[config.mk]
export PLATFORM = sky130hd
export DESIGN_NAME = mbus_long_frame_receiver_flat
export DESIGN_NICKNAME = d
export VERILOG_FILES = /design/src/rtl/core/mbus_lfr_pkg.sv /design/src/rtl/core/mbus_lfr_if.sv /design/src/rtl/core/mbus_long_frame_receiver.sv /design/src/rtl/core/mbus_lfr_front.sv /design/src/rtl/core/mbus_lfr_queue.sv /design/src/rtl/core/mbus_lfr_back.sv /design/src/flat_wrapper.sv
export SDC_FILE = /design/constraint.sdc
export NUM_CORES = 1
export LEC_CHECK = 0
export BUFFER_PORTS_ARGS = -buffer_cell sky130_fd_sc_hd__buf_2
export CORE_MARGIN = 1
export CORE_UTILIZATION = 35
export CTS_CLUSTER_SIZE = 14
export DETAILED_ROUTE_END_ITERATION = 8
export HOLD_SLACK_MARGIN = 0.08
export SETUP_SLACK_MARGIN = 0.4
export SYNTH_ARGS = -nofsm -noshare
export SYNTH_HDL_FRONTEND = slang
export SYNTH_HIERARCHICAL = 1
export SYNTH_SLANG_ARGS = --single-unit
[constraint.sdc]
create_clock -name clk_i -period 4.04 [get_ports clk_i]
set_input_delay 0.404 -clock clk_i [delete_from_list [all_inputs] [get_ports clk_i]]
set_output_delay 0.404 -clock clk_i [all_outputs]
set_load 0.01 [all_outputs]
[src/rtl/core/mbus_lfr_pkg.sv]
`timescale 1ns / 1ps

package mbus_lfr_pkg;

  // Frame delimiters and fixed header size
  localparam logic [7:0] StartByte      = 8'h68;
  localparam logic [7:0] StopByte       = 8'h16;
  localparam logic [7:0] HeaderSumBytes = 8'd3;

  // Register reset values
  localparam logic [7:0]  DefaultAddr = 8'd1;
  localparam logic [15:0] DefaultGap  = 16'd150;

  // Depth of the queue between front and back
  localparam int unsigned QueueDepthDefault = 2;

  // Configuration port
  localparam int unsigned AddrW = 3;
  localparam logic RegStation = 1'b0;
  localparam logic RegGap     = 1'b1;

  typedef enum logic [1:0] {
    KindData   = 2'd0,
    KindAccept = 2'd1,
    KindReject = 2'd2
  } kind_e;

  typedef enum logic [2:0] {
    ErrNone    = 3'd0,
    ErrStart   = 3'd1,
    ErrLength  = 3'd2,
    ErrStart2  = 3'd3,
    ErrAddress = 3'd4,
    ErrCsum    = 3'd5,
    ErrStop    = 3'd6,
    ErrTimeout = 3'd7
  } err_e;

  // Classified item as it travels through the queue
  typedef struct packed {
    logic       tick;
    logic [7:0] rx_byte;
    logic       is_start;
    logic       is_stop;
    logic       len_short;
  } entry_t;

  // Register values seen by the frame engine
  typedef struct packed {
    logic [7:0]  station_address;
    logic [15:0] gap_timeout_ticks;
  } cfg_t;

endpackage

[src/rtl/core/mbus_lfr_if.sv]
`timescale 1ns / 1ps

// Input channel: one received byte or one tick per item
interface mbus_lfr_in_if;
  logic       valid;
  logic       ready;
  logic       cmd;
  logic [7:0] rx_byte;

  modport source (output valid, output cmd, output rx_byte, input ready);
  modport sink   (input valid, input cmd, input rx_byte, output ready);
endinterface

// Output channel: one user byte or one verdict per item
interface mbus_lfr_out_if;
  logic       valid;
  logic       ready;
  logic [1:0] kind;
  logic [7:0] data_byte;
  logic [7:0] data_index;
  logic [7:0] control_field;
  logic [7:0] ci_field;
  logic [2:0] error_code;

  modport source (output valid, output kind, output data_byte, output data_index,
                  output control_field, output ci_field, output error_code,
                  input ready);
  modport sink   (input valid, input kind, input data_byte, input data_index,
                  input control_field, input ci_field, input error_code,
                  output ready);
endinterface

[src/rtl/core/mbus_long_frame_receiver.sv]
`timescale 1ns / 1ps

// Channel   Dir  Handshake        Payload
// in_i      in   valid / ready    cmd, rx_byte
// out_o     out  valid / ready    kind, data_byte, data_index, control_field,
//                                 ci_field, error_code
// apb       in   psel / penable   paddr, pwdata -> prdata, pready (always high)
//
// One item per clock while the queue has room; an accepted item is first
// written to the queue, then the frame engine loads its result into the output register.
// The frame engine steps one queue entry per cycle while the output register
// is free or being taken; ready drops only when the queue is full.
// Reset is asynchronous: parser state and queue clear, registers return to
// station address 1 and gap timeout 150 ticks. No clearing pass.
module mbus_long_frame_receiver #(
  parameter int unsigned QueueDepth = mbus_lfr_pkg::QueueDepthDefault
) (
  input  logic                             clk_i,
  input  logic                             rst_ni,
  mbus_lfr_in_if.sink                      in_i,
  mbus_lfr_out_if.source                   out_o,
  input  logic                             psel,
  input  logic                             penable,
  input  logic                             pwrite,
  input  logic [mbus_lfr_pkg::AddrW-1:0]   paddr,
  input  logic [31:0]                      pwdata,
  output logic [31:0]                      prdata,
  output logic                             pready
);
  import mbus_lfr_pkg::*;

  logic [7:0]  station_q;
  logic [15:0] gap_q;
  cfg_t        cfg;
  logic        reg_sel;
  logic        cfg_wr;

  logic        push;
  logic        can_push;
  entry_t      push_entry;
  logic        pop;
  logic        head_valid;
  entry_t      head;

  // Register file
  assign pready  = 1'b1;
  assign reg_sel = paddr[AddrW-1];
  assign cfg_wr  = psel && penable && pwrite && pready;

  always_ff @(posedge clk_i or negedge rst_ni) begin
    if (!rst_ni) begin
      station_q <= DefaultAddr;
      gap_q     <= DefaultGap;
    end else if (cfg_wr) begin
      case (reg_sel)
        RegStation: station_q <= pwdata[7:0];
        default:    gap_q     <= pwdata[15:0];
      endcase
    end
  end

  always_comb begin
    case (reg_sel)
      RegStation: prdata = {24'd0, station_q};
      default:    prdata = {16'd0, gap_q};
    endcase
  end

  assign cfg.station_address   = station_q;
  assign cfg.gap_timeout_ticks = gap_q;

  mbus_lfr_front u_front (
    .in_i       (in_i),
    .can_push_i (can_push),
    .push_o     (push),
    .entry_o    (push_entry)
  );

  mbus_lfr_queue #(
    .Depth (QueueDepth)
  ) u_queue (
    .clk_i        (clk_i),
    .rst_ni       (rst_ni),
    .push_i       (push),
    .entry_i      (push_entry),
    .can_push_o   (can_push),
    .pop_i        (pop),
    .head_valid_o (head_valid),
    .head_o       (head)
  );

  mbus_lfr_back u_back (
    .clk_i        (clk_i),
    .rst_ni       (rst_ni),
    .cfg_i        (cfg),
    .head_valid_i (head_valid),
    .head_i       (head),
    .pop_o        (pop),
    .out_o        (out_o)
  );

endmodule

[src/rtl/core/mbus_lfr_front.sv]
`timescale 1ns / 1ps

module mbus_lfr_front (
  mbus_lfr_in_if.sink           in_i,
  input  logic                  can_push_i,
  output logic                  push_o,
  output mbus_lfr_pkg::entry_t  entry_o
);
  import mbus_lfr_pkg::*;

  // Take an item whenever the queue has room
  assign in_i.ready = can_push_i;
  assign push_o     = in_i.valid && can_push_i;

  // Classify the byte ahead of the frame engine
  always_comb begin
    entry_o.tick      = in_i.cmd;
    entry_o.rx_byte   = in_i.rx_byte;
    entry_o.is_start  = (in_i.rx_byte == StartByte);
    entry_o.is_stop   = (in_i.rx_byte == StopByte);
    entry_o.len_short = (in_i.rx_byte < HeaderSumBytes);
  end

endmodule

[src/rtl/core/mbus_lfr_queue.sv]
`timescale 1ns / 1ps

module mbus_lfr_queue #(
  parameter int unsigned Depth = mbus_lfr_pkg::QueueDepthDefault
) (
  input  logic                  clk_i,
  input  logic                  rst_ni,
  input  logic                  push_i,
  input  mbus_lfr_pkg::entry_t  entry_i,
  output logic                  can_push_o,
  input  logic                  pop_i,
  output logic                  head_valid_o,
  output mbus_lfr_pkg::entry_t  head_o
);
  import mbus_lfr_pkg::*;

  localparam int unsigned PtrW = (Depth > 1) ? $clog2(Depth) : 1;
  localparam int unsigned CntW = $clog2(Depth + 1);
  localparam logic [PtrW-1:0] LastPtr = PtrW'(Depth - 1);

  entry_t            mem_q [Depth];
  logic [PtrW-1:0]   wr_ptr_q, wr_ptr_d;
  logic [PtrW-1:0]   rd_ptr_q, rd_ptr_d;
  logic [CntW-1:0]   count_q, count_d;

  assign can_push_o   = (count_q != CntW'(Depth));
  assign head_valid_o = (count_q != '0);
  assign head_o       = mem_q[rd_ptr_q];

  // Advance pointers and occupancy
  always_comb begin
    wr_ptr_d = wr_ptr_q;
    rd_ptr_d = rd_ptr_q;
    count_d  = count_q;
    if (push_i) begin
      wr_ptr_d = (wr_ptr_q == LastPtr) ? '0 : wr_ptr_q + 1'b1;
    end
    if (pop_i) begin
      rd_ptr_d = (rd_ptr_q == LastPtr) ? '0 : rd_ptr_q + 1'b1;
    end
    if (push_i && !pop_i) begin
      count_d = count_q + 1'b1;
    end else if (pop_i && !push_i) begin
      count_d = count_q - 1'b1;
    end
  end

  always_ff @(posedge clk_i or negedge rst_ni) begin
    if (!rst_ni) begin
      wr_ptr_q <= '0;
      rd_ptr_q <= '0;
      count_q  <= '0;
    end else begin
      wr_ptr_q <= wr_ptr_d;
      rd_ptr_q <= rd_ptr_d;
      count_q  <= count_d;
    end
  end

  // Store the pushed item
  always_ff @(posedge clk_i) begin
    if (push_i) begin
      mem_q[wr_ptr_q] <= entry_i;
    end
  end

endmodule

[src/rtl/core/mbus_lfr_back.sv]
`timescale 1ns / 1ps

module mbus_lfr_back (
  input  logic                  clk_i,
  input  logic                  rst_ni,
  input  mbus_lfr_pkg::cfg_t    cfg_i,
  input  logic                  head_valid_i,
  input  mbus_lfr_pkg::entry_t  head_i,
  output logic                  pop_o,
  mbus_lfr_out_if.source        out_o
);
  import mbus_lfr_pkg::*;

  // Frame phases
  localparam logic [3:0] PhHunt   = 4'd0;
  localparam logic [3:0] PhLen1   = 4'd1;
  localparam logic [3:0] PhLen2   = 4'd2;
  localparam logic [3:0] PhStart2 = 4'd3;
  localparam logic [3:0] PhCtrl   = 4'd4;
  localparam logic [3:0] PhAddr   = 4'd5;
  localparam logic [3:0] PhCi     = 4'd6;
  localparam logic [3:0] PhData   = 4'd7;
  localparam logic [3:0] PhCsum   = 4'd8;
  localparam logic [3:0] PhStop   = 4'd9;

  logic [3:0]  phase_q, phase_d;
  logic [7:0]  frame_len_q, frame_len_d;
  logic [7:0]  count_q, count_d;
  logic [7:0]  sum_q, sum_d;
  logic [7:0]  held_ctrl_q, held_ctrl_d;
  logic [7:0]  held_ci_q, held_ci_d;
  logic [15:0] gap_q, gap_d;

  logic        out_valid_q, out_valid_d;
  kind_e       kind_q;
  logic [7:0]  data_byte_q, data_index_q, ctrl_field_q, ci_field_q;
  err_e        err_q;

  logic        hunting;
  logic        verdict;
  logic        res_valid;
  kind_e       res_kind;
  logic [7:0]  res_data, res_index;
  err_e        res_err;
  logic [7:0]  count_inc;
  logic        data_done;
  logic [7:0]  b;

  // Take the next item once the output register is free or draining
  assign pop_o = head_valid_i && (!out_valid_q || out_o.ready);

  assign b         = head_i.rx_byte;
  assign hunting   = !(phase_q inside {[PhLen1:PhStop]});
  assign count_inc = count_q + 8'd1;
  assign data_done = ({1'b0, count_inc} + {1'b0, HeaderSumBytes}) >= {1'b0, frame_len_q};

  // Step the frame parser by one item
  always_comb begin
    phase_d     = phase_q;
    frame_len_d = frame_len_q;
    count_d     = count_q;
    sum_d       = sum_q;
    held_ctrl_d = held_ctrl_q;
    held_ci_d   = held_ci_q;
    gap_d       = gap_q;
    verdict     = 1'b0;
    res_valid   = 1'b0;
    res_kind    = KindData;
    res_data    = '0;
    res_index   = '0;
    res_err     = ErrNone;

    if (pop_o) begin
      if (head_i.tick) begin
        if (!hunting) begin
          if (gap_q >= cfg_i.gap_timeout_ticks) begin
            verdict = 1'b1;
            res_err = ErrTimeout;
          end else begin
            gap_d = gap_q + 16'd1;
          end
        end
      end else begin
        gap_d = '0;
        case (phase_q)
          PhLen1: begin
            if (head_i.len_short) begin
              verdict = 1'b1;
              res_err = ErrLength;
            end else begin
              frame_len_d = b;
              phase_d     = PhLen2;
            end
          end
          PhLen2: begin
            if (b != frame_len_q) begin
              verdict = 1'b1;
              res_err = ErrLength;
            end else begin
              phase_d = PhStart2;
            end
          end
          PhStart2: begin
            if (!head_i.is_start) begin
              verdict = 1'b1;
              res_err = ErrStart2;
            end else begin
              phase_d = PhCtrl;
            end
          end
          PhCtrl: begin
            held_ctrl_d = b;
            sum_d       = b;
            phase_d     = PhAddr;
          end
          PhAddr: begin
            if (b != cfg_i.station_address) begin
              verdict = 1'b1;
              res_err = ErrAddress;
            end else begin
              sum_d   = sum_q + b;
              phase_d = PhCi;
            end
          end
          PhCi: begin
            held_ci_d = b;
            sum_d     = sum_q + b;
            count_d   = '0;
            phase_d   = (frame_len_q == HeaderSumBytes) ? PhCsum : PhData;
          end
          PhData: begin
            res_valid = 1'b1;
            res_kind  = KindData;
            res_data  = b;
            res_index = count_q;
            sum_d     = sum_q + b;
            count_d   = count_inc;
            if (data_done) begin
              phase_d = PhCsum;
            end
          end
          PhCsum: begin
            if (b != sum_q) begin
              verdict = 1'b1;
              res_err = ErrCsum;
            end else begin
              phase_d = PhStop;
            end
          end
          PhStop: begin
            verdict = 1'b1;
            res_err = head_i.is_stop ? ErrNone : ErrStop;
          end
          default: begin
            // hunting, also out of an unused phase code
            if (!head_i.is_start) begin
              verdict = 1'b1;
              res_err = ErrStart;
            end else begin
              held_ctrl_d = '0;
              held_ci_d   = '0;
              phase_d     = PhLen1;
            end
          end
        endcase
      end

      // Any verdict ends the frame
      if (verdict) begin
        res_valid   = 1'b1;
        res_kind    = (res_err == ErrNone) ? KindAccept : KindReject;
        phase_d     = PhHunt;
        frame_len_d = '0;
        count_d     = '0;
        sum_d       = '0;
        gap_d       = '0;
      end
    end
  end

  // Load the output register on a result, drop it once taken
  always_comb begin
    out_valid_d = out_valid_q;
    if (pop_o && res_valid) begin
      out_valid_d = 1'b1;
    end else if (out_o.ready) begin
      out_valid_d = 1'b0;
    end
  end

  always_ff @(posedge clk_i or negedge rst_ni) begin
    if (!rst_ni) begin
      phase_q     <= PhHunt;
      frame_len_q <= '0;
      count_q     <= '0;
      sum_q       <= '0;
      held_ctrl_q <= '0;
      held_ci_q   <= '0;
      gap_q       <= '0;
      out_valid_q <= 1'b0;
    end else begin
      phase_q     <= phase_d;
      frame_len_q <= frame_len_d;
      count_q     <= count_d;
      sum_q       <= sum_d;
      held_ctrl_q <= held_ctrl_d;
      held_ci_q   <= held_ci_d;
      gap_q       <= gap_d;
      out_valid_q <= out_valid_d;
    end
  end

  // Result payload
  always_ff @(posedge clk_i) begin
    if (pop_o && res_valid) begin
      kind_q       <= res_kind;
      data_byte_q  <= res_data;
      data_index_q <= res_index;
      ctrl_field_q <= verdict ? held_ctrl_q : 8'd0;
      ci_field_q   <= verdict ? held_ci_q : 8'd0;
      err_q        <= res_err;
    end
  end

  assign out_o.valid         = out_valid_q;
  assign out_o.kind          = kind_q;
  assign out_o.data_byte     = data_byte_q;
  assign out_o.data_index    = data_index_q;
  assign out_o.control_field = ctrl_field_q;
  assign out_o.ci_field      = ci_field_q;
  assign out_o.error_code    = err_q;

endmodule

[src/flat_wrapper.sv]
// flat-port wrapper written by rule: the top's interface ports become plain ports
module mbus_long_frame_receiver_flat import mbus_lfr_pkg::*;
#(
  parameter int unsigned QueueDepth = mbus_lfr_pkg::QueueDepthDefault
)
  (clk_i, rst_ni, psel, penable, pwrite, paddr, pwdata, prdata, pready, in_i_valid, in_i_cmd, in_i_rx_byte, in_i_ready, out_o_valid, out_o_kind, out_o_data_byte, out_o_data_index, out_o_control_field, out_o_ci_field, out_o_error_code, out_o_ready);
  mbus_lfr_in_if in_i_i ();
  mbus_lfr_out_if out_o_i ();
  input  logic clk_i;
  input  logic rst_ni;
  input  logic psel;
  input  logic penable;
  input  logic pwrite;
  input  logic [mbus_lfr_pkg::AddrW-1:0] paddr;
  input  logic [31:0] pwdata;
  output logic [31:0] prdata;
  output logic pready;
  input wire logic [$bits(in_i_i.valid)-1:0] in_i_valid;
  input wire logic [$bits(in_i_i.cmd)-1:0] in_i_cmd;
  input wire logic [$bits(in_i_i.rx_byte)-1:0] in_i_rx_byte;
  output wire logic [$bits(in_i_i.ready)-1:0] in_i_ready;
  output wire logic [$bits(out_o_i.valid)-1:0] out_o_valid;
  output wire logic [$bits(out_o_i.kind)-1:0] out_o_kind;
  output wire logic [$bits(out_o_i.data_byte)-1:0] out_o_data_byte;
  output wire logic [$bits(out_o_i.data_index)-1:0] out_o_data_index;
  output wire logic [$bits(out_o_i.control_field)-1:0] out_o_control_field;
  output wire logic [$bits(out_o_i.ci_field)-1:0] out_o_ci_field;
  output wire logic [$bits(out_o_i.error_code)-1:0] out_o_error_code;
  input wire logic [$bits(out_o_i.ready)-1:0] out_o_ready;
  assign in_i_i.valid = in_i_valid;
  assign in_i_i.cmd = in_i_cmd;
  assign in_i_i.rx_byte = in_i_rx_byte;
  assign in_i_ready = in_i_i.ready;
  assign out_o_valid = out_o_i.valid;
  assign out_o_kind = out_o_i.kind;
  assign out_o_data_byte = out_o_i.data_byte;
  assign out_o_data_index = out_o_i.data_index;
  assign out_o_control_field = out_o_i.control_field;
  assign out_o_ci_field = out_o_i.ci_field;
  assign out_o_error_code = out_o_i.error_code;
  assign out_o_i.ready = out_o_ready;
  mbus_long_frame_receiver #(.QueueDepth(QueueDepth)) u_core (.clk_i(clk_i), .rst_ni(rst_ni), .in_i(in_i_i), .out_o(out_o_i), .psel(psel), .penable(penable), .pwrite(pwrite), .paddr(paddr), .pwdata(pwdata), .prdata(prdata), .pready(pready));
endmodule
==> results of run 1 <==
## synth_stat cells, types with 2 or more instances
master    instances  area [um^2]
nand4_1          13         81.3
clkbuf_1         19         71.3
a211oi_1          4         30.0
nor4_1            4         25.0
edfxtp_1         61         1830
inv_1            43          161
a22o_1            3         26.3
nor2_1           46          173
nand2b_1          9         56.3
xnor2_1          27          236
o21ai_1           3         15.0
o22ai_1           2         12.5
a21oi_1          26          130
and3_1           13         81.3
o21ai_0          56          280
a21o_1            3         22.5
o31ai_1           6         45.0
nor2b_1           5         31.3
o41ai_1           2         17.5
o21a_1            2         15.0
dfrtp_1          84         2100
buf_6             2         22.5
mux2_4           19          285
mux2_2           25          282
dfstp_2           5          131
or3_1             4         25.0
nand3_1          37          185
buf_2            12         60.1
buf_4            28          210
a31oi_1           3         18.8
mux2i_1           5         50.1
or4_1             2         15.0
xor2_1           18          158
or4_4             2         22.5
and2_1           31          194
ha_1             36          450
conb_1            2         7.51
nand2_1          60          225
o211ai_1          5         37.5
nor3_1           14         70.1
## timing repair
action,4_1_cts,5_1_grt
hold buffers,1,0
buffers inserted,0,0
hold endpoints to repair,47,0
pin swaps,0,1
setup endpoints to repair,8,63
resized for setup,1,8
gates cloned,0,0
## cell usage in the layout, fill, tap and decap left out, drive strengths merged, types with 27 or more instances in the layout
master | Yosys | layout
xnor2 | 27 | 27
dfrtp | 84 | 84
buf | 42 | 112
o21ai | 59 | 59
edfxtp | 61 | 61
mux2 | 44 | 44
nand2 | 60 | 60
nor2 | 46 | 46
ha | 36 | 36
nand3 | 38 | 38
inv | 43 | 52
and2 | 31 | 31
a21oi | 27 | 27
## state kept, by name (all words and copies together) (netlist names), 4 cells and up
signal / flops
u_core/u_back/out_o.control_field: 8
u_core/u_back/phase_q: 4
u_core/station_q: 8
u_core/u_back/count_q: 8
u_core/u_back/frame_len_q: 8
u_core/u_back/out_o.ci_field: 8
u_core/u_back/held_ctrl_q: 8
u_core/u_back/held_ci_q: 8
u_core/u_back/out_o.data_byte: 8
u_core/u_back/out_o.data_index: 8
u_core/u_queue/mem_q: 24
u_core/u_back/sum_q: 8
u_core/u_back/gap_q: 16
u_core/gap_q: 16
## layout make-up
type | instances | area [um^2] | share of cell area [%]
multi-input combinational | 529 | 3740 | 39.0
sequential | 150 | 4070 | 42.4
clock buffer | 17 | 425 | 4.44
clock inverter | 15 | 134 | 1.40
tap | 313 | 392 | 4.09
timing repair buffer | 113 | 661 | 6.90
inverter | 43 | 161 | 1.69
## routing by layer
metal	share of wire (%)	track usage, %	vias to the layer above
met3	5.1	3.84	13
li1	-	-	2854
met1	47	22.1	2746
met5	0	0	-
met2	47	25.1	132
met4	0.90	4.34	0
## power by group
group	internal (mW)	total [mW]	switching [mW]
registers	2.13	2.38	0.252
clock network	0.810	1.51	0.699
logic	1.11	2.80	1.68
## worst max-delay path: stages (launching register included)
cell,delay (ns)
dfrtp_1,0.40
buf_12,0.16
mux2_4,0.31
ha_1,0.35
nor4_4,0.33
a311oi_2,0.18
a31oi_1,0.17
nand2_1,0.11
or4_4,0.56
buf_4,0.19
and2_1,0.15
or4_1,0.49
nand2_1,0.07
## metrics by stage
stage	utilization [%]	instances	area [um^2]
3_3_place_gp	39.2	1147	8960
3_5_place_dp	39.2	1147	8960
5_1_grt	41.9	1180	9580
4_1_cts	41.7	1180	9540
6_report	41.9	1180	9580
2_1_floorplan	-	783	8280
## cells by family after synthesis
logic type	count (synthesis)
flops	150
xor+xnor	46
buf+inv	104
other cells	2
simple gates	252
compound gates	128
fa+ha+maj	37
mux	49
## worst paths after layout
| kind | start | endpoint | slack (ns) |
|---|---|---|---|
| worst max-delay path | u_core/u_queue/rd_ptr_q | u_core/u_back/phase_q[3] | 0.50 |
| worst min-delay path | in_i_cmd | u_core/u_queue/mem_q[0][11] | 0.19 |
| worst max register to register | u_core/u_queue/rd_ptr_q | u_core/u_back/phase_q[3] | 0.50 |
| worst min register to register | u_core/u_back/held_ci_q[5] | u_core/u_back/held_ci_q[5] | 0.46 |
| max in group asynchronous | rst_ni | u_core/u_back/gap_q[4] | 2.46 |
| min in group asynchronous | rst_ni | u_core/gap_q[12] | 0.59 |
==> impl_metrics.env, run 1 <==
export IMPL_worst_slew_pin_slew_ns=1.11
export IMPL_grt_pass1_wl_mm=29.7
export IMPL_synth_compound_area_share_pct=9.71
export IMPL_fillers=2243
export IMPL_h_tree_depth=4
export IMPL_synthCells=768
export IMPL_syn_to_final_growth_pct=16.5
export IMPL_syn_area_mm2=0.00822
export IMPL_dp_hpwl_mm=13.2
export IMPL_routedWlPerCell_um=15.6
export IMPL_clkSlewWorstSetupHoldPaths_ns=0.07
export IMPL_initial_utilization_pct=36.0
export IMPL_first_global_vias=5518
export IMPL_path_class="flip-flop to flip-flop"
export IMPL_drt_wl_total_mm=18.4
export IMPL_drv_cap=0
export IMPL_slew_headroom_pct=25.7
export IMPL_grt_ovfl_total=0
export IMPL_setup_violations_final=0
export IMPL_synth_simple_area_share_pct=16.1
export IMPL_worstSkewPairLatency_ns=0.43
export IMPL_synth_top_family_by_area="simple AND/OR/NAND/NOR gates"
export IMPL_dr_pass1_iters=5
export IMPL_worstPathMaxFanout=13
export IMPL_final_antenna_net_count=0
export IMPL_syn_area_per_cell_um2=10.7
export IMPL_synthAdderAreaFrac_pct=5.72
export IMPL_p_leak_nw=4.19
export IMPL_dieArea_mm2=0.0241
export IMPL_yosysUniqueCellTypes=67
export IMPL_min_path_cells=1
export IMPL_muxShareOfSynthArea_pct=7.50
export IMPL_p_per_area_mw_per_mm2=698
export IMPL_yosys_warnings=6
export IMPL_crit_path_end_kind="flip-flop"
export IMPL_run_status="finished clean"
export IMPL_cts_made_buffers=17
export IMPL_maxSlewViolCount=0
export IMPL_grt_usage_pct=16.0
export IMPL_cts_buffer_depth=2
export IMPL_cts_sinks=150
export IMPL_max_freq_mhz=283
export IMPL_crit_arrival_ns=3.91
export IMPL_antenna_found_initial=0
export IMPL_post_route_worst_setup_slack_ns=0.503
export IMPL_via_per_inst=4.87
export IMPL_timing_hold_ws_ns=0.186
export IMPL_min_period_ns=3.54
export IMPL_vdd_drop_max_mv=0.290
export IMPL_diodes=0
export IMPL_total_power_mw=6.69
export IMPL_drt_iter0_markers=336
export IMPL_cp_start_kind="flip-flop"
export IMPL_synth_ff_type="dfrtp_1"
export IMPL_fin_crit_sh_pct=87.6
export IMPL_die_w_um=155
export IMPL_nets=942
export IMPL_rsz0062_at_grt="false"
export IMPL_synth_xor_area_share_pct=4.99
export IMPL_cts_tree="built"
export IMPL_port_buffers=87
export IMPL_yosysSeqAreaShare_pct=49.5
export IMPL_core_mm2=0.0228
export IMPL_drive_above_1_share_pct=24.7
export IMPL_drcViolationCount=0
export IMPL_required_ns=4.41
export IMPL_yosys_register_bits=150
export IMPL_reg2regPathDepth=12
export IMPL_synth_edff_count=61
export IMPL_dp_slack_ns=0.343
export IMPL_async_flop_share_pct=59.3
export IMPL_die_h_um=155
export IMPL_rows=55
export IMPL_vias=5745
export IMPL_top_level_ports=123
export IMPL_grt_max_degree=54
export IMPL_globalplace_congestion=0.891
export IMPL_hold_viol_final=0
export IMPL_finalSetupTns_ns=0
export IMPL_hp_class="input port to flip-flop"
export IMPL_root_buffer="clkbuf_16"
export IMPL_finClkSkew_ns=0.0194
Note: power is estimated with default switching activity, not from simulation.
==> run 2, diff against run 1 <==
==> constraint.sdc (replaced) <==
create_clock -name clk_i -period 4.38 [get_ports clk_i]
set_input_delay 0.438 -clock clk_i [delete_from_list [all_inputs] [get_ports clk_i]]
set_output_delay 0.438 -clock clk_i [all_outputs]
set_load 0.01 [all_outputs]
==> run 2 against run 1 <==
Non-clock buffer count fell by 12. Via count barely moved. Hold slack got worse by 0.074 ns. Largest cell class unchanged. Highest routed layer unchanged.
==> impl_metrics.env, run 2 (same netlist as run 1, synthesis figures left out) <==
export IMPL_run_status="finished clean"
export IMPL_top_level_ports=123
export IMPL_p_leak_nw=4.11
export IMPL_port_buffers=87
export IMPL_dp_hpwl_mm=13.0
export IMPL_vias=5740
export IMPL_cts_sinks=150
export IMPL_slowest_delay_ns=0.56
export IMPL_grt_ovfl_total=0
export IMPL_h_tree_depth=4
export IMPL_required_ns=4.51
export IMPL_crit_buf_inv=3
export IMPL_finalSetupTns_ns=0
export IMPL_worstSkewPairLatency_ns=0.43
export IMPL_fin_area_mm2=0.00942
export IMPL_cp_start_kind="flip-flop"
export IMPL_hp_class="input port to asynchronous set/reset pin"
export IMPL_first_global_vias=5643
export IMPL_min_period_ns=3.83
export IMPL_syn_to_final_growth_pct=14.6
export IMPL_vdd_drop_max_mv=0.270
export IMPL_grt_usage_pct=15.9
export IMPL_crit_family="simple AND/OR/NAND/NOR gates"
export IMPL_cts_tree="built"
export IMPL_finClkSkew_ns=0.0113
export IMPL_crit_arrival_ns=3.96
export IMPL_mostFrequentLayoutCells="buf_2, dfrtp_1, edfxtp_1, nand2_1, o21ai_0"
export IMPL_hold_viol_final=0
export IMPL_grt_max_degree=64
export IMPL_slowest_stage="or4_1"
export IMPL_dp_slack_ns=0.446
export IMPL_drt_iter0_markers=298
export IMPL_drv_cap=0
export IMPL_cts_made_buffers=17
export IMPL_crit_path_end_kind="flip-flop"
export IMPL_worstPathMaxFanout=37
export IMPL_root_buffer="clkbuf_16"
export IMPL_maxSlewViolCount=0
export IMPL_holdBufCountCts=0
export IMPL_grt_pass1_wl_mm=29.5
export IMPL_fillers=2278
export IMPL_crit_path_cell_trace="mux2_4 -> ha_1 -> nor4_1 -> a311oi_1 -> a31oi_1 -> nand2_1 -> or4_1 -> buf_4 -> and2_1 -> inv_1 -> nand2_2 -> buf_4"
export IMPL_post_route_worst_setup_slack_ns=0.548
export IMPL_drive_above_1_share_pct=22.7
export IMPL_rsz0062_at_grt="false"
export IMPL_r2r_start="u_core/u_queue/rd_ptr_q"
export IMPL_max_freq_mhz=261
export IMPL_setup_violations_final=0
export IMPL_largestRegisters="u_core/u_queue/mem_q x24, u_core/gap_q x16, u_core/u_back/gap_q x16"
export IMPL_initial_utilization_pct=36.0
export IMPL_largest_register_ff_count=24
export IMPL_die_w_um=155
export IMPL_via_per_inst=4.91
export IMPL_drcViolationCount=0
export IMPL_slew_headroom_pct=28.9
export IMPL_final_util_pct=41.2
export IMPL_crit_path_frequent_cell="buf_4"
export IMPL_rows=55
export IMPL_dieArea_mm2=0.0241
export IMPL_startpoint="u_core/u_queue/rd_ptr_q"
export IMPL_placed_area_mm2=0.00885
export IMPL_p_per_area_mw_per_mm2=636
export IMPL_post_layout_nonfiller_instances=1169
export IMPL_drt_wl_total_mm=18.2
export IMPL_clkSlewWorstSetupHoldPaths_ns=0.06
export IMPL_dr_pass1_iters=5
export IMPL_final_antenna_net_count=0
export IMPL_place_inst=1136
export IMPL_final_common_cell="buf_2"
export IMPL_core_mm2=0.0228
export IMPL_cts_buffer_depth=2
export IMPL_total_power_mw=5.99
export IMPL_nets=930
export IMPL_routedWlPerCell_um=15.6
export IMPL_path_class="flip-flop to flip-flop"
export IMPL_worst_slew_pin_slew_ns=1.06
export IMPL_globalplace_congestion=0.902
export IMPL_timing_hold_ws_ns=0.112
export IMPL_die_h_um=155
export IMPL_antenna_found_initial=1
export IMPL_fin_crit_sh_pct=87.5
export IMPL_top_register="u_core/u_queue/mem_q"
run 2: cell count changes in the layout (fill, tap and decap cells not counted), sizes merged:
cell and delta:
clkinvlp +1, inv -7, clkbuf +5, diode +1, buf -11, bufinv +1, dlygate4sd3 -1
run 2: area by class of cell:
class                      count  area, um^2  share of cell area, %
inverter                      43         161                   1.71
sequential                   150        4070                   43.2
antenna                        1        2.50                 0.0266
clock buffer                  22         464                   4.93
timing repair buffer         101         543                   5.77
multi-input combinational    529        3690                   39.2
tap                          313         392                   4.16
clock inverter                10         100                   1.06
run 2: worst paths after layout:
path | endpoint | slack, ns | cells past startpoint
min in group clk_i | u_core/u_queue/mem_q[1][11] | 0.21 | 1
max reg2reg | u_core/u_back/out_o.data_byte[6] | 0.55 | 12
max in group asynchronous | u_core/gap_q[1] | 3.35 | 2
max | u_core/u_back/out_o.data_byte[6] | 0.55 | 12
min reg2reg | u_core/u_back/held_ci_q[6] | 0.46 | 2
min | u_core/u_back/gap_q[15] | 0.11 | 1
run 2: power by group:
part / internal, mW / switching (mW) / leakage, nW
Clock: 0.815 / 0.579 / 0.263
Sequential: 1.96 / 0.249 / 1.73
Combinational: 0.908 / 1.48 / 2.12
run 2: repair_timing:
action,4_1_cts,5_1_grt
buffers inserted,0,0
gates resized for setup,0,1
endpoints found under the setup margin,0,45
run 2: metal layers:
layer	vias up	GRT usage [%]	routed length, um	share of wire (%)
met5	-	0	0	0
met4	0	5.32	203	1.1
met3	11	3.12	857	4.7
met2	129	26.2	8680	48
met1	2784	20.8	8470	47
li1	2816	-	-	-
==> run 3, diff against run 2 <==
--- a/config.mk
+++ b/config.mk
@@ -5,13 +5,14 @@
 export SDC_FILE = /design/constraint.sdc
 export NUM_CORES = 1
 export LEC_CHECK = 0
-export BUFFER_PORTS_ARGS = -buffer_cell sky130_fd_sc_hd__buf_2
+export BUFFER_PORTS_ARGS = -buffer_cell sky130_fd_sc_hd__clkbuf_2
 export CORE_MARGIN = 1
 export CORE_UTILIZATION = 35
 export CTS_CLUSTER_SIZE = 14
 export DETAILED_ROUTE_END_ITERATION = 8
 export HOLD_SLACK_MARGIN = 0.08
 export SETUP_SLACK_MARGIN = 0.4
+export SLEW_MARGIN = 20
 export SYNTH_ARGS = -nofsm -noshare
 export SYNTH_HDL_FRONTEND = slang
 export SYNTH_HIERARCHICAL = 1
==> run 3 against run 2 <==
Flip-flop and latch count did not move. Cell area rose by 0.60%. Sequential power barely moved. Register-to-register slack improved by 0.05 ns. First-iteration DRC count fell by 7.0%. Via count fell by 1.2%. Clock power rose by 11%. Worst setup slack improved by 0.053 ns. Die area did not move. Largest power group unchanged. Highest routed layer unchanged.
==> impl_metrics.env, run 3 (same netlist as run 1, synthesis figures left out) <==
export IMPL_run_status="finished clean"
export IMPL_nets=930
export IMPL_holdBufCountCts=0
export IMPL_cts_setup_buffers=0
export IMPL_worstPathMaxFanout=37
export IMPL_top_register="u_core/u_queue/mem_q"
export IMPL_largestRegisters="u_core/u_queue/mem_q x24, u_core/gap_q x16, u_core/u_back/gap_q x16"
export IMPL_final_antenna_net_count=0
export IMPL_h_tree_depth=4
export IMPL_clkSlewWorstSetupHoldPaths_ns=0.07
export IMPL_crit_arrival_ns=3.92
export IMPL_grt_usage_pct=16.0
export IMPL_top_level_ports=123
export IMPL_crit_path_end_kind="flip-flop"
export IMPL_cts_buffer_depth=2
export IMPL_fin_area_mm2=0.00947
export IMPL_grt_ovfl_total=0
export IMPL_finalSetupTns_ns=0
export IMPL_syn_to_final_growth_pct=15.3
export IMPL_via_per_inst=4.86
export IMPL_path_class="flip-flop to flip-flop"
export IMPL_grt_pass1_wl_mm=29.6
export IMPL_die_w_um=155
export IMPL_antenna_found_initial=0
export IMPL_placed_area_mm2=0.00885
export IMPL_p_leak_nw=4.17
export IMPL_first_global_vias=5638
export IMPL_rows=55
export IMPL_maxSlewViolCount=0
export IMPL_hp_class="input port to asynchronous set/reset pin"
export IMPL_root_buffer="clkbuf_16"
export IMPL_min_period_ns=3.78
export IMPL_final_common_cell="clkbuf_2"
export IMPL_dr_pass1_iters=5
export IMPL_die_h_um=155
export IMPL_grt_max_degree=64
export IMPL_largest_register_ff_count=24
export IMPL_fin_crit_sh_pct=86.3
export IMPL_drt_iter0_markers=277
export IMPL_initial_utilization_pct=36.0
export IMPL_vias=5672
export IMPL_required_ns=4.52
export IMPL_drt_wl_total_mm=18.1
export IMPL_worst_slew_pin_slew_ns=0.889
export IMPL_routedWlPerCell_um=15.5
export IMPL_fillers=2253
export IMPL_final_util_pct=41.5
export IMPL_core_mm2=0.0228
export IMPL_reg2regPathDepth=12
export IMPL_max_freq_mhz=265
export IMPL_cts_made_buffers=17
export IMPL_multi_input_area_mm2=0.00369
export IMPL_port_buffers=87
export IMPL_p_per_area_mw_per_mm2=647
export IMPL_hold_viol_final=0
export IMPL_cts_sinks=150
export IMPL_setup_violations_final=0
export IMPL_drv_cap=0
export IMPL_finClkSkew_ns=0.00723
export IMPL_vdd_drop_max_mv=0.253
export IMPL_mostFrequentLayoutCells="clkbuf_2, dfrtp_1, edfxtp_1, nand2_1, o21ai_0"
export IMPL_globalplace_congestion=0.905
export IMPL_drive_above_1_share_pct=23.2
export IMPL_rsz0062_at_grt="false"
export IMPL_diodes=0
export IMPL_seqCellArea_mm2=0.00407
export IMPL_cp_start_kind="flip-flop"
export IMPL_dieArea_mm2=0.0241
export IMPL_cts_tree="built"
export IMPL_dp_hpwl_mm=12.9
export IMPL_drcViolationCount=0
export IMPL_slew_headroom_pct=40.2
export IMPL_worstSkewPairLatency_ns=0.43
==> run 3: layout make-up <==
cell class / instances / share of cell area, %
sequential: 150 / 42.9
multi-input combinational: 529 / 39.0
inverter: 43 / 1.70
clock buffer: 18 / 4.75
timing repair buffer: 101 / 5.73
clock inverter: 14 / 1.80
tap: 313 / 4.13
==> run 3: path summary, 6_finish.rpt <==
kind / startpoint / to / slack [ns]
max: u_core/u_queue/rd_ptr_q / u_core/u_back/out_o.control_field[6] / 0.60
min: rst_ni / u_core/u_back/gap_q[15] / 0.10
max reg2reg: u_core/u_queue/rd_ptr_q / u_core/u_back/out_o.control_field[6] / 0.60
min reg2reg: u_core/u_back/held_ci_q[3] / u_core/u_back/held_ci_q[3] / 0.47
max in group asynchronous: rst_ni / u_core/gap_q[1] / 3.35
min in group clk_i: in_i_cmd / u_core/u_queue/mem_q[1][11] / 0.21
==> run 3: per-stage QoR <==
stage | setup slack (ns) | power (mW) | hold slack, ns | cells
detailed placement | 0.493 | 4.62 | 0.449 | 1136
global placement | 0.496 | 4.58 | 0.447 | 1136
CTS | 0.472 | 6.20 | 0.133 | 1168
finish | 0.601 | 6.13 | 0.103 | 1168
global route | 0.405 | 6.55 | 0.157 | 1168
floorplan | 0.571 | 3.89 | 0.142 | 783
==> run 3: metal layers <==
layer	wire, um	vias up	global-route usage [%]
li1	-	2819	-
met3	785	25	3.82
met4	315	0	5.93
met2	8560	127	25.4
met1	8470	2701	21.1
met5	0	-	0
==> run 3: worst max-delay path: stages, from the launching register on <==
cell      delay [ns]
dfrtp_2         0.52
mux2_4          0.41
ha_1            0.37
nor4_1          0.35
a311oi_1        0.23
a31oi_1         0.18
nand2_1         0.10
or4_1           0.55
buf_4           0.19
and2_1          0.15
inv_1           0.08
nand2_2         0.04
buf_4           0.29
==> run 3: repair_timing <==
action | in CTS | in global routing
setup endpoints to repair | 0 | 45
endpoints found under the hold margin | 0 | 0
gates resized for setup | 0 | 1
==> run 3: where the power goes <==
group | switching (mW) | internal [mW]
logic | 1.47 | 0.906
clock network | 0.641 | 0.898
registers | 0.254 | 1.96
total | 2.37 | 3.77
